**config.mk**
```make
export PLATFORM = sky130hd
export DESIGN_NAME = indexed_list_store_top
export DESIGN_NICKNAME = d
export VERILOG_FILES = /design/src/hdl/ils_pkg.sv /design/src/hdl/ils_core.sv /design/src/hdl/indexed_list_store_top.sv
export SDC_FILE = /design/constraint.sdc
export NUM_CORES = 1
export LEC_CHECK = 0
export ABC_AREA = 1
export BUFFER_PORTS_ARGS = -buffer_cell sky130_fd_sc_hd__buf_2
export CORE_MARGIN = 8
export CORE_UTILIZATION = 30
export CTS_CLUSTER_DIAMETER = 120
export DETAILED_ROUTE_END_ITERATION = 10
export PLACE_DENSITY = 0.43
export SYNTH_ARGS = -nofsm -noshare
export SYNTH_HDL_FRONTEND = slang
export SYNTH_SLANG_ARGS = --single-unit
```
**constraint.sdc**
```tcl
create_clock -name i_clk -period 7.6 [get_ports i_clk]
set_input_delay 1.52 -clock i_clk [delete_from_list [all_inputs] [get_ports i_clk]]
set_output_delay 1.52 -clock i_clk [all_outputs]
set_load 0.01 [all_outputs]
```
**src/hdl/ils_pkg.sv**
```systemverilog
`default_nettype none
package ils_pkg;

    localparam int REQ_W      = 3;
    localparam int POS_W      = 5;
    localparam int VAL_PORT_W = 32;
    localparam int STAT_W     = 2;
    localparam int CNT_PORT_W = 5;

    typedef enum logic [REQ_W-1:0] {
        REQ_ADD_FRONT = 3'd0,
        REQ_ADD_REAR  = 3'd1,
        REQ_REM_FRONT = 3'd2,
        REQ_REM_REAR  = 3'd3,
        REQ_INS_AT    = 3'd4,
        REQ_REM_AT    = 3'd5
    } t_req_type;

    typedef enum logic [STAT_W-1:0] {
        ST_OK    = 2'd0,
        ST_UNDER = 2'd1,
        ST_RANGE = 2'd2,
        ST_FULL  = 2'd3
    } t_status;

    typedef struct packed {
        t_req_type        req_type;
        logic [POS_W-1:0] position;
    } t_req_ctl;

    typedef struct packed {
        t_status status;
        logic    is_empty;
    } t_rsp_stat;

endpackage
`default_nettype wire

```
**src/hdl/ils_core.sv**
```systemverilog
`default_nettype none
module ils_core #(
    parameter int CAPACITY    = 16,
    parameter int VALUE_WIDTH = 32
) (
    input  wire logic                          i_clk,
    input  wire logic                          i_rst_n,
    input  wire logic                          i_en,
    input  wire ils_pkg::t_req_ctl             i_ctl,
    input  wire logic [ils_pkg::VAL_PORT_W-1:0] i_value,
    output logic [ils_pkg::VAL_PORT_W-1:0]     o_removed_value,
    output ils_pkg::t_rsp_stat                 o_stat,
    output logic [ils_pkg::CNT_PORT_W-1:0]     o_entry_count
);
    import ils_pkg::*;

    localparam int CW = $clog2(CAPACITY + 1);
    localparam int IW = $clog2(CAPACITY);
    localparam int PW = ((CW > POS_W) ? CW : POS_W) + 1;

    logic [VALUE_WIDTH-1:0] r_entries [CAPACITY];
    logic [VALUE_WIDTH-1:0] n_entries [CAPACITY];
    logic [CW-1:0]          r_count;
    logic [CW-1:0]          n_count;

    logic [VALUE_WIDTH-1:0] w_in_val;
    logic [VALUE_WIDTH-1:0] w_take_val;
    logic [VAL_PORT_W-1:0]  w_take_ext;
    logic                   w_put;
    logic                   w_take;
    logic [IW-1:0]          w_idx;
    t_status                w_status;
    logic [PW-1:0]          w_pos;
    logic [PW-1:0]          w_cnt;
    logic                   w_full;
    logic                   w_empty;

    // stored width may differ from the 32-bit port
    if (VALUE_WIDTH <= VAL_PORT_W) begin : g_narrow
        assign w_in_val   = i_value[VALUE_WIDTH-1:0];
        assign w_take_ext = VAL_PORT_W'(w_take_val);
    end else begin : g_wide
        assign w_in_val   = VALUE_WIDTH'(i_value);
        assign w_take_ext = w_take_val[VAL_PORT_W-1:0];
    end

    always_comb begin
        w_pos    = PW'(i_ctl.position);
        w_cnt    = PW'(r_count);
        w_full   = (r_count == CW'(CAPACITY));
        w_empty  = (r_count == '0);
        w_put    = 1'b0;
        w_take   = 1'b0;
        w_idx    = '0;
        w_status = ST_OK;
        case (i_ctl.req_type)
            REQ_ADD_FRONT, REQ_ADD_REAR: begin
                if (w_full) begin
                    w_status = ST_FULL;
                end else begin
                    w_put = 1'b1;
                    w_idx = (i_ctl.req_type == REQ_ADD_FRONT) ? '0 : IW'(r_count);
                end
            end
            REQ_REM_FRONT, REQ_REM_REAR: begin
                if (w_empty) begin
                    w_status = ST_UNDER;
                end else begin
                    w_take = 1'b1;
                    w_idx  = (i_ctl.req_type == REQ_REM_FRONT) ? '0
                                                              : IW'(r_count - CW'(1));
                end
            end
            REQ_INS_AT: begin
                // range is checked before fullness
                if (w_pos == '0 || w_pos > w_cnt + PW'(1)) begin
                    w_status = ST_RANGE;
                end else if (w_full) begin
                    w_status = ST_FULL;
                end else begin
                    w_put = 1'b1;
                    w_idx = IW'(w_pos - PW'(1));
                end
            end
            REQ_REM_AT: begin
                if (w_pos == '0 || w_pos > w_cnt) begin
                    w_status = ST_RANGE;
                end else begin
                    w_take = 1'b1;
                    w_idx  = IW'(w_pos - PW'(1));
                end
            end
            default: begin
            end
        endcase

        if (w_put) begin
            n_count = r_count + CW'(1);
        end else if (w_take) begin
            n_count = r_count - CW'(1);
        end else begin
            n_count = r_count;
        end
    end

    assign w_take_val = r_entries[w_idx];

    // every cell picks from itself, a neighbor or the new value, so all shift together
    for (genvar k = 0; k < CAPACITY; k++) begin : g_cell
        logic [VALUE_WIDTH-1:0] w_prev;
        logic [VALUE_WIDTH-1:0] w_next;

        if (k == 0) begin : g_first
            assign w_prev = w_in_val;
        end else begin : g_prev
            assign w_prev = r_entries[k-1];
        end

        if (k == CAPACITY - 1) begin : g_last
            assign w_next = r_entries[k];
        end else begin : g_next
            assign w_next = r_entries[k+1];
        end

        always_comb begin
            n_entries[k] = r_entries[k];
            if (w_put && IW'(k) == w_idx) begin
                n_entries[k] = w_in_val;
            end else if (w_put && IW'(k) > w_idx) begin
                n_entries[k] = w_prev;
            end else if (w_take && IW'(k) >= w_idx) begin
                n_entries[k] = w_next;
            end
        end
    end

    always_ff @(posedge i_clk) begin
        if (i_en) begin
            r_entries <= n_entries;
        end
    end

    always_ff @(posedge i_clk) begin
        if (!i_rst_n) begin
            r_count <= '0;
        end else if (i_en) begin
            r_count <= n_count;
        end
    end

    assign o_removed_value = w_take ? w_take_ext : '0;
    assign o_stat.status   = w_status;
    assign o_stat.is_empty = (n_count == '0);
    assign o_entry_count   = CNT_PORT_W'(n_count);

    a_count_bound: assert property (@(posedge i_clk) disable iff (!i_rst_n)
        r_count <= CW'(CAPACITY))
        else $error("list count above capacity");

    a_put_grows: assert property (@(posedge i_clk) disable iff (!i_rst_n)
        i_en && w_put |=> r_count == $past(r_count) + CW'(1))
        else $error("insert did not grow the list by one");

    a_under_empty: assert property (@(posedge i_clk) disable iff (!i_rst_n)
        i_en && w_status == ST_UNDER |-> r_count == '0)
        else $error("underflow reported on a non-empty list");

    a_fail_holds: assert property (@(posedge i_clk) disable iff (!i_rst_n)
        i_en && w_status != ST_OK |=> $stable(r_count))
        else $error("failed request changed the count");

endmodule
`default_nettype wire

```
**src/hdl/indexed_list_store_top.sv**
```systemverilog
// Ordered list of up to CAPACITY values (front is position 1). Each request
// adds at the front or rear, removes from the front or rear, or inserts or
// removes at a 1-based position; removals return the value taken out and
// every request yields one result with status, the new count and an empty
// flag. One request is taken per cycle while o_stall is low: requests land
// in an input register, and the whole cell array shifts in the cycle that
// moves a request into the result register, so a result passes through the
// input register and then the result register, and back-to-back requests
// see each other's updates. Stall on the result side holds the result
// register and, once the input register is also full, stalls the request
// side.
`default_nettype none
module indexed_list_store_top #(
    parameter int CAPACITY    = 16,
    parameter int VALUE_WIDTH = 32
) (
    input  wire logic                           i_clk,
    input  wire logic                           i_rst_n,
    input  wire logic                           i_valid,
    output logic                                o_stall,
    input  wire logic [ils_pkg::REQ_W-1:0]      i_req_type,
    input  wire logic [ils_pkg::POS_W-1:0]      i_position,
    input  wire logic [ils_pkg::VAL_PORT_W-1:0] i_value,
    output logic                                o_valid,
    input  wire logic                           i_stall,
    output logic [ils_pkg::VAL_PORT_W-1:0]      o_removed_value,
    output logic [ils_pkg::STAT_W-1:0]          o_status,
    output logic [ils_pkg::CNT_PORT_W-1:0]      o_entry_count,
    output logic                                o_is_empty
);
    import ils_pkg::*;

    logic                  r_in_valid;
    t_req_ctl              r_ctl;
    logic [VAL_PORT_W-1:0] r_value;

    logic                  r_out_valid;
    logic [VAL_PORT_W-1:0] r_removed_value;
    t_status               r_status;
    logic [CNT_PORT_W-1:0] r_entry_count;
    logic                  r_is_empty;

    logic                  w_adv;
    logic [VAL_PORT_W-1:0] w_removed_value;
    t_rsp_stat             w_stat;
    logic [CNT_PORT_W-1:0] w_entry_count;

    assign w_adv   = r_in_valid && (!r_out_valid || !i_stall);
    assign o_stall = r_in_valid && !w_adv;

    always_ff @(posedge i_clk) begin
        if (!i_rst_n) begin
            r_in_valid <= 1'b0;
        end else if (!o_stall) begin
            r_in_valid <= i_valid;
        end
    end

    always_ff @(posedge i_clk) begin
        if (i_valid && !o_stall) begin
            r_ctl.req_type <= t_req_type'(i_req_type);
            r_ctl.position <= i_position;
            r_value        <= i_value;
        end
    end

    ils_core #(
        .CAPACITY    (CAPACITY),
        .VALUE_WIDTH (VALUE_WIDTH)
    ) u_core (
        .i_clk           (i_clk),
        .i_rst_n         (i_rst_n),
        .i_en            (w_adv),
        .i_ctl           (r_ctl),
        .i_value         (r_value),
        .o_removed_value (w_removed_value),
        .o_stat          (w_stat),
        .o_entry_count   (w_entry_count)
    );

    always_ff @(posedge i_clk) begin
        if (!i_rst_n) begin
            r_out_valid <= 1'b0;
        end else if (w_adv) begin
            r_out_valid <= 1'b1;
        end else if (!i_stall) begin
            r_out_valid <= 1'b0;
        end
    end

    always_ff @(posedge i_clk) begin
        if (w_adv) begin
            r_removed_value <= w_removed_value;
            r_status        <= w_stat.status;
            r_entry_count   <= w_entry_count;
            r_is_empty      <= w_stat.is_empty;
        end
    end

    assign o_valid         = r_out_valid;
    assign o_removed_value = r_removed_value;
    assign o_status        = r_status;
    assign o_entry_count   = r_entry_count;
    assign o_is_empty      = r_is_empty;

endmodule
`default_nettype wire

```
After elaboration in Yosys (flattened, before gate mapping)
Cells that the tools add are included.
{ "totals": {"register_bits": 599, "in_bits": 44, "output_inout_bits": 42} }
{ "classes": {"n_addsub": 4, "n_lt_le_gt_ge": 34, "eq_ne": 22, "mux": 73, "bitwise": 1, "reduce_logical": 96} }
{ "ops": {"columns": ["cell", "count"], "rows": [
  ["$mux W32", 49],
  ["$bmux W32 S4", 1],
  ["$logic_and A1 B1 Y1", 50],
  ["$reduce_bool A3 Y1", 15],
  ["$eq A4 B4 Y1 const A", 8],
  ["$gt A4 B4 Y1 const A", 8],
  ["$reduce_and A2 Y1", 16],
  ["$ge A4 B4 Y1 const A", 7],
  ["$mux W4", 7],
  ["$eq A3 B4 Y1 const A", 4],
  ["$ge A3 B4 Y1 const A", 4],
  ["$gt A3 B4 Y1 const A", 4],
  ["$pmux W4 S4", 1],
  ["$logic_not A5 Y1", 3],
  ["$mux W5", 2],
  ["$eq A2 B4 Y1 const A", 2],
  ["$ge A1 B4 Y1 const A", 2],
  ["$ge A2 B4 Y1 const A", 2],
  ["$gt A1 B4 Y1 const A", 2],
  ["$gt A2 B4 Y1 const A", 2],
  ["$pmux W2 S4", 1],
  ["$mux W1", 7],
  ["$add A5 B1 Y6 const B", 1],
  ["$eq A3 B2 Y1 const B", 2],
  ["20 further kinds", 30]
]} }

Logic depth before layout (Yosys ltp)
{ "depth": {"ltp_word": 10, "depth_mapped": 24, "mapped_depth_nobuf": 22} }

Cells and area by module
Synthesis repeated with hierarchy kept, for this count alone.
{ "unflattened": {"hier_cells": 4735, "hier_area_um2": 35983.3} }
{ "by_module_without_submodules": {"columns": ["module", "instances", "cells_each", "area_each_um2", "seq_area_each_um2"], "rows": [
  ["ils_core", 1, 4642, 33485.9, 15474.8],
  ["indexed_list_store_top", 1, 93, 2497.4, 2442.3]
]} }

Least setup slack after synthesis
Ideal clock, no wire load.
{ "synth_path": {"path_type": "in2reg", "start": "input port i_stall", "end": "register u_core.r_entries, in the netlist u_core.g_cell[1].w_prev[0], enable pin", "setup_time_ns": 0.461, "arrival_time_ns": 7.726, "setup_slack_ns": -0.587, "stages": 7, "path_cell_list": "nand2_1 -> inv_1 -> nor2_1 -> nand2_1 -> nor2_1 -> inv_1 -> nor3_1"} }
{ "synth_via": {"elab_chain_cells": 4} }
{ "synth_lines": {"columns": ["item", "line_no", "rtl"], "rows": [
  ["start: declaration", "indexed_list_store_top.sv:25", "input wire logic i_stall,"],
  ["$logic_not A1 Y1", null, null],
  ["$logic_or A1 B1 Y1", "indexed_list_store_top.sv:48", "assign w_adv = r_in_valid && (!r_out_valid || !i_stall);"],
  ["$logic_and A1 B1 Y1", "indexed_list_store_top.sv:48", null],
  ["via u_core.i_en", "ils_core.sv:8", "input wire logic i_en,"],
  ["$reduce_and A2 Y1 (no line)", null, null],
  ["end signal: assignment", "ils_core.sv:139", "r_entries <= n_entries;"],
  ["end: declaration", "ils_core.sv:21", "logic [VALUE_WIDTH-1:0] r_entries [CAPACITY];"]
]} }
The timed path passes the listed nets, and every way through them passes these cells.
A chain may end at the register's enable or synchronous reset.

==> summary.md <==
| Metric | Value |
|---|---|
| Status | complete, no violations |
| Total track usage | 20.78% |
| DP Wirelength | approximately 94000 µm |
| Worst Setup End Kind | register |
| Die Ht | around 360 µm |
| Layout Nets | 4637 |
| FF+latch count, synth | about 600 |
| Combinational share of power | 19.7% |
| Die width | 363.2 µm |
| RSZ-0062 raised after global routing | no |
| Pwr Density | roughly 240 mW/mm² |
| Fmax | 171.5 MHz |
| R2r startpoint | u_core.r_count[2] |
| CTS Buffer Depth | 3 |
| Final hold violation count | 0 |
| Hold endpoint | o_valid |
| Share of layout cells above drive strength 1 | 7.467% |
| DR iter-0 viols | 3783 |
| Crit Path Class | register to register |
| Clk_lat worst skew | 0.65 ns |
| Row cnt | 127 |
| R2R depth | 19 |
| Total wire length | 141500 µm |
| Post-synthesis sequential area ratio | approximately half |
| Antenna viol nets, final | 0 |
| Transition time of the tightest slew-check pin | 1.339 ns |
| Ant diodes | 0 |
| Cell variety after synth | 37 |
| CORE AREA | 0.1198 mm² |
| Syn Nets | 4766 |
| R2r setup slk | 1.77 ns |
| Yosys Warn Count | 0 |
| Worst IR Drop VDD | 0.1402 mV |
| Critical path launch point type | register |
| TritonCTS clock tree | built |
| CTS-repair resized insts | 0 |
| Vias per inst | 5.206 |
| Crit-path max FO | 87 |
| Crit share post-route | 76.73% |
| Via count | 32520 |
| Setup violators final | 0 |
| WP data arrival | 6.22 ns |
| Initial antenna violation count | 1 |
| Reg clk slew, reported paths | around 0.06 ns |
| Initial Util | a little under a third |
| Postcts setup bufs | 0 |
| Clk sinks | 599 |
| Max transition margin | between 10% and 20% |
| DRC Markers | 0 |
| Leakage Power | 17.08 nW |
| Final GP Congestion | slightly above 0.8 |
| R2r endpoint | u_core.g_cell[12].w_next[20] |
| # IOs | 86 |
| Util after Layout | 33.75% |
| Fin. max-slew vios | 0 |
| Post-cts hold buffer count | 0 |
| Synthesized area per cell | 7.680 µm² |
| # port buffers | 85 |
| CTS Root Cell | clkbuf_16 |
| Post-Synthesis Cells | between 4000 and 5000 |
| Avg WL per Cell | approximately 23 µm |
| Worst hold path cell count | 2 |
| Largest net degree at the start of global routing | between 100 and 150 |
| Internal power | 6.565 mW |
| H-tree depth | 3 |
| Num CTS Buffers | 76 |
| Required time of the critical path | 7.99 ns |
| First-pass GRT wire length | 211600 µm |
| Sw Ratio | 31.41% |
| Die area | between 0.1 and 0.15 mm² |
| Clk_skew | 0.02659 ns |
| HP Class | register to register |
| Area Overhead vs Synth | 11.80% |
| Overflow after GRT | 0 |
| Switching power total | 3.007 mW |
| Hold path start | o_valid |
| Setup TNS | 0 ns |
| Vias in the first global route | 30530 |
| Drt first pass iters | 7 |
| Max-Cap Viols | 0 |
| Clk pwr share | 38.3% |
| Crit path time final | approximately 5.8 ns |
| Cell area after synthesis | approximately 0.036 mm² |
| Seq pwr share | between 40% and 50% |
-- metal layers --
layer	part of all wire, %	track usage [%]	up-vias
li1	-	-	15570
met3	8.0	3.150	108
met2	41	30.18	1285
met4	1.2	3.671	0
met5	0	0	-
met1	50	32.56	15560
-- synthesized netlist by cell type, drive strengths merged --
master  number  area share, %
xor2         5           0.12
nor3         3          0.042
nand3      903             13
ha          13           0.45
buf        155            2.0
a21oi       38           0.57
xnor2        3          0.073
o21a         1          0.021
nor2       193            2.2
a31oi        1          0.017
clkinv       2          0.024
dfxtp        7           0.39
clkbuf     220            2.3
o21ai      331            4.6
o22ai       34           0.59
nand4       35           0.61
inv        352            3.7
a211oi       1          0.021
o211ai      99            2.1
edfxtp     592             49
nand2     1657             17
nand3b      64            1.3
-- power groups by stage --
stage                     Clock (mW)  Combinational (mW)  Sequential (mW)
after CTS                       3.76                1.87             4.02
after global placement             0                1.86             4.09
final                           3.66                1.88             4.02
after detailed placement           0                1.86             4.09
after global routing            3.86                2.08             4.04
after floorplan                    0                1.22             4.03
-- per-stage QoR --
step / power, mW / hold WS (ns) / cells / setup WS, ns / area [µm²]
floorplan: 5.253 / 0.4569 / 4709 / 0.2492 / 36170
global placement: 5.944 / 0.5043 / 6113 / 1.931 / 37990
detailed placement: 5.948 / 0.5046 / 6113 / 1.868 / 37990
CTS: 9.643 / 0.5151 / 6245 / 1.843 / 40410
global route: 9.981 / 0.5599 / 6246 / 1.516 / 40430
finish: 9.572 / 0.5150 / 6246 / 1.768 / 40430
-- logic make-up after synthesis --
kind of cell / Yosys count / share of synthesized area (%)
AOI/OAI and AO/OA: 505 / 7.850
xor gates and xnor gates: 8 / 0.1938
and+or+nand+nor: 2855 / 34.02
adders and majority gates: 13 / 0.4498
buffers and inverters: 729 / 7.943
DFF: 599 / 49.54
-- cell type report --
type / count / area, µm²
clock buffer: 107 / 2155
clock inverter: 25 / 267.8
fill: 12800 / 79380
inverter: 354 / 1343
multi-input combinational: 3381 / 15650
sequential: 599 / 17920
tap: 1612 / 2017
timing repair buffer: 168 / 1086
-- placed cells by master, fill, tap and decap left out, types with 13 or more instances in the layout --
| cell | netlist | layout |
|---|---|---|
| a21oi_1 | 36 | 30 |
| buf_2 | 99 | 85 |
| buf_4 | 2 | 80 |
| clkbuf_1 | 219 | 23 |
| clkbuf_16 | 0 | 81 |
| edfxtp_1 | 592 | 592 |
| ha_1 | 13 | 13 |
| inv_1 | 340 | 336 |
| inv_2 | 11 | 13 |
| nand2_1 | 1646 | 1639 |
| nand2_2 | 10 | 14 |
| nand3_1 | 898 | 893 |
| nand3b_1 | 64 | 64 |
| nand4_1 | 35 | 35 |
| nor2_1 | 181 | 172 |
| nor2_4 | 6 | 19 |
| o211ai_1 | 99 | 99 |
| o21ai_0 | 254 | 253 |
| o21ai_1 | 77 | 77 |
| o22ai_1 | 34 | 34 |
-- worst max-delay path by stage --
stage	start	to	slack, ns	depth (start not counted)
floorplan	i_stall	u_core.g_cell[0].w_next[0]	0.25	7
global placement	u_core.r_count[3]	u_core.g_cell[12].w_next[18]	1.93	19
detailed placement	u_core.r_count[2]	u_core.g_cell[12].w_next[26]	1.87	19
CTS	u_core.r_count[2]	u_core.g_cell[12].w_next[20]	1.84	19
global route	u_core.r_count[2]	u_core.g_cell[12].w_next[17]	1.52	19
finish	u_core.r_count[2]	u_core.g_cell[12].w_next[20]	1.77	19
-- flip-flops by register name, indices dropped and copies added, names as in the netlist --
name and count:
r_value 32, o_removed_value 32, u_core.g_cell.w_next 416, o_status 2
o_entry_count 5, u_core.g_cell.w_prev 96, r_ctl 8, o_valid 1
r_in_valid 1, o_is_empty 1, u_core.r_count 5
-- worst max-delay path: stages, from the launching register on --
cell	delay, ns
dfxtp_1	0.52
clkinv_2	0.17
ha_1	0.32
nand2_1	0.06
nor2_1	0.12
nand2_1	0.06
nand3_1	0.07
nand2_1	0.08
nand4_1	0.08
nand2_1	0.13
inv_8	0.52
nand2_8	0.53
inv_2	0.66
nand2_1	0.42
nand2_2	0.22
buf_4	0.45
nand2_1	0.50
buf_4	0.40
nand3_1	0.12
nand3_1	0.07
Note: power is estimated with default switching activity, not from simulation.
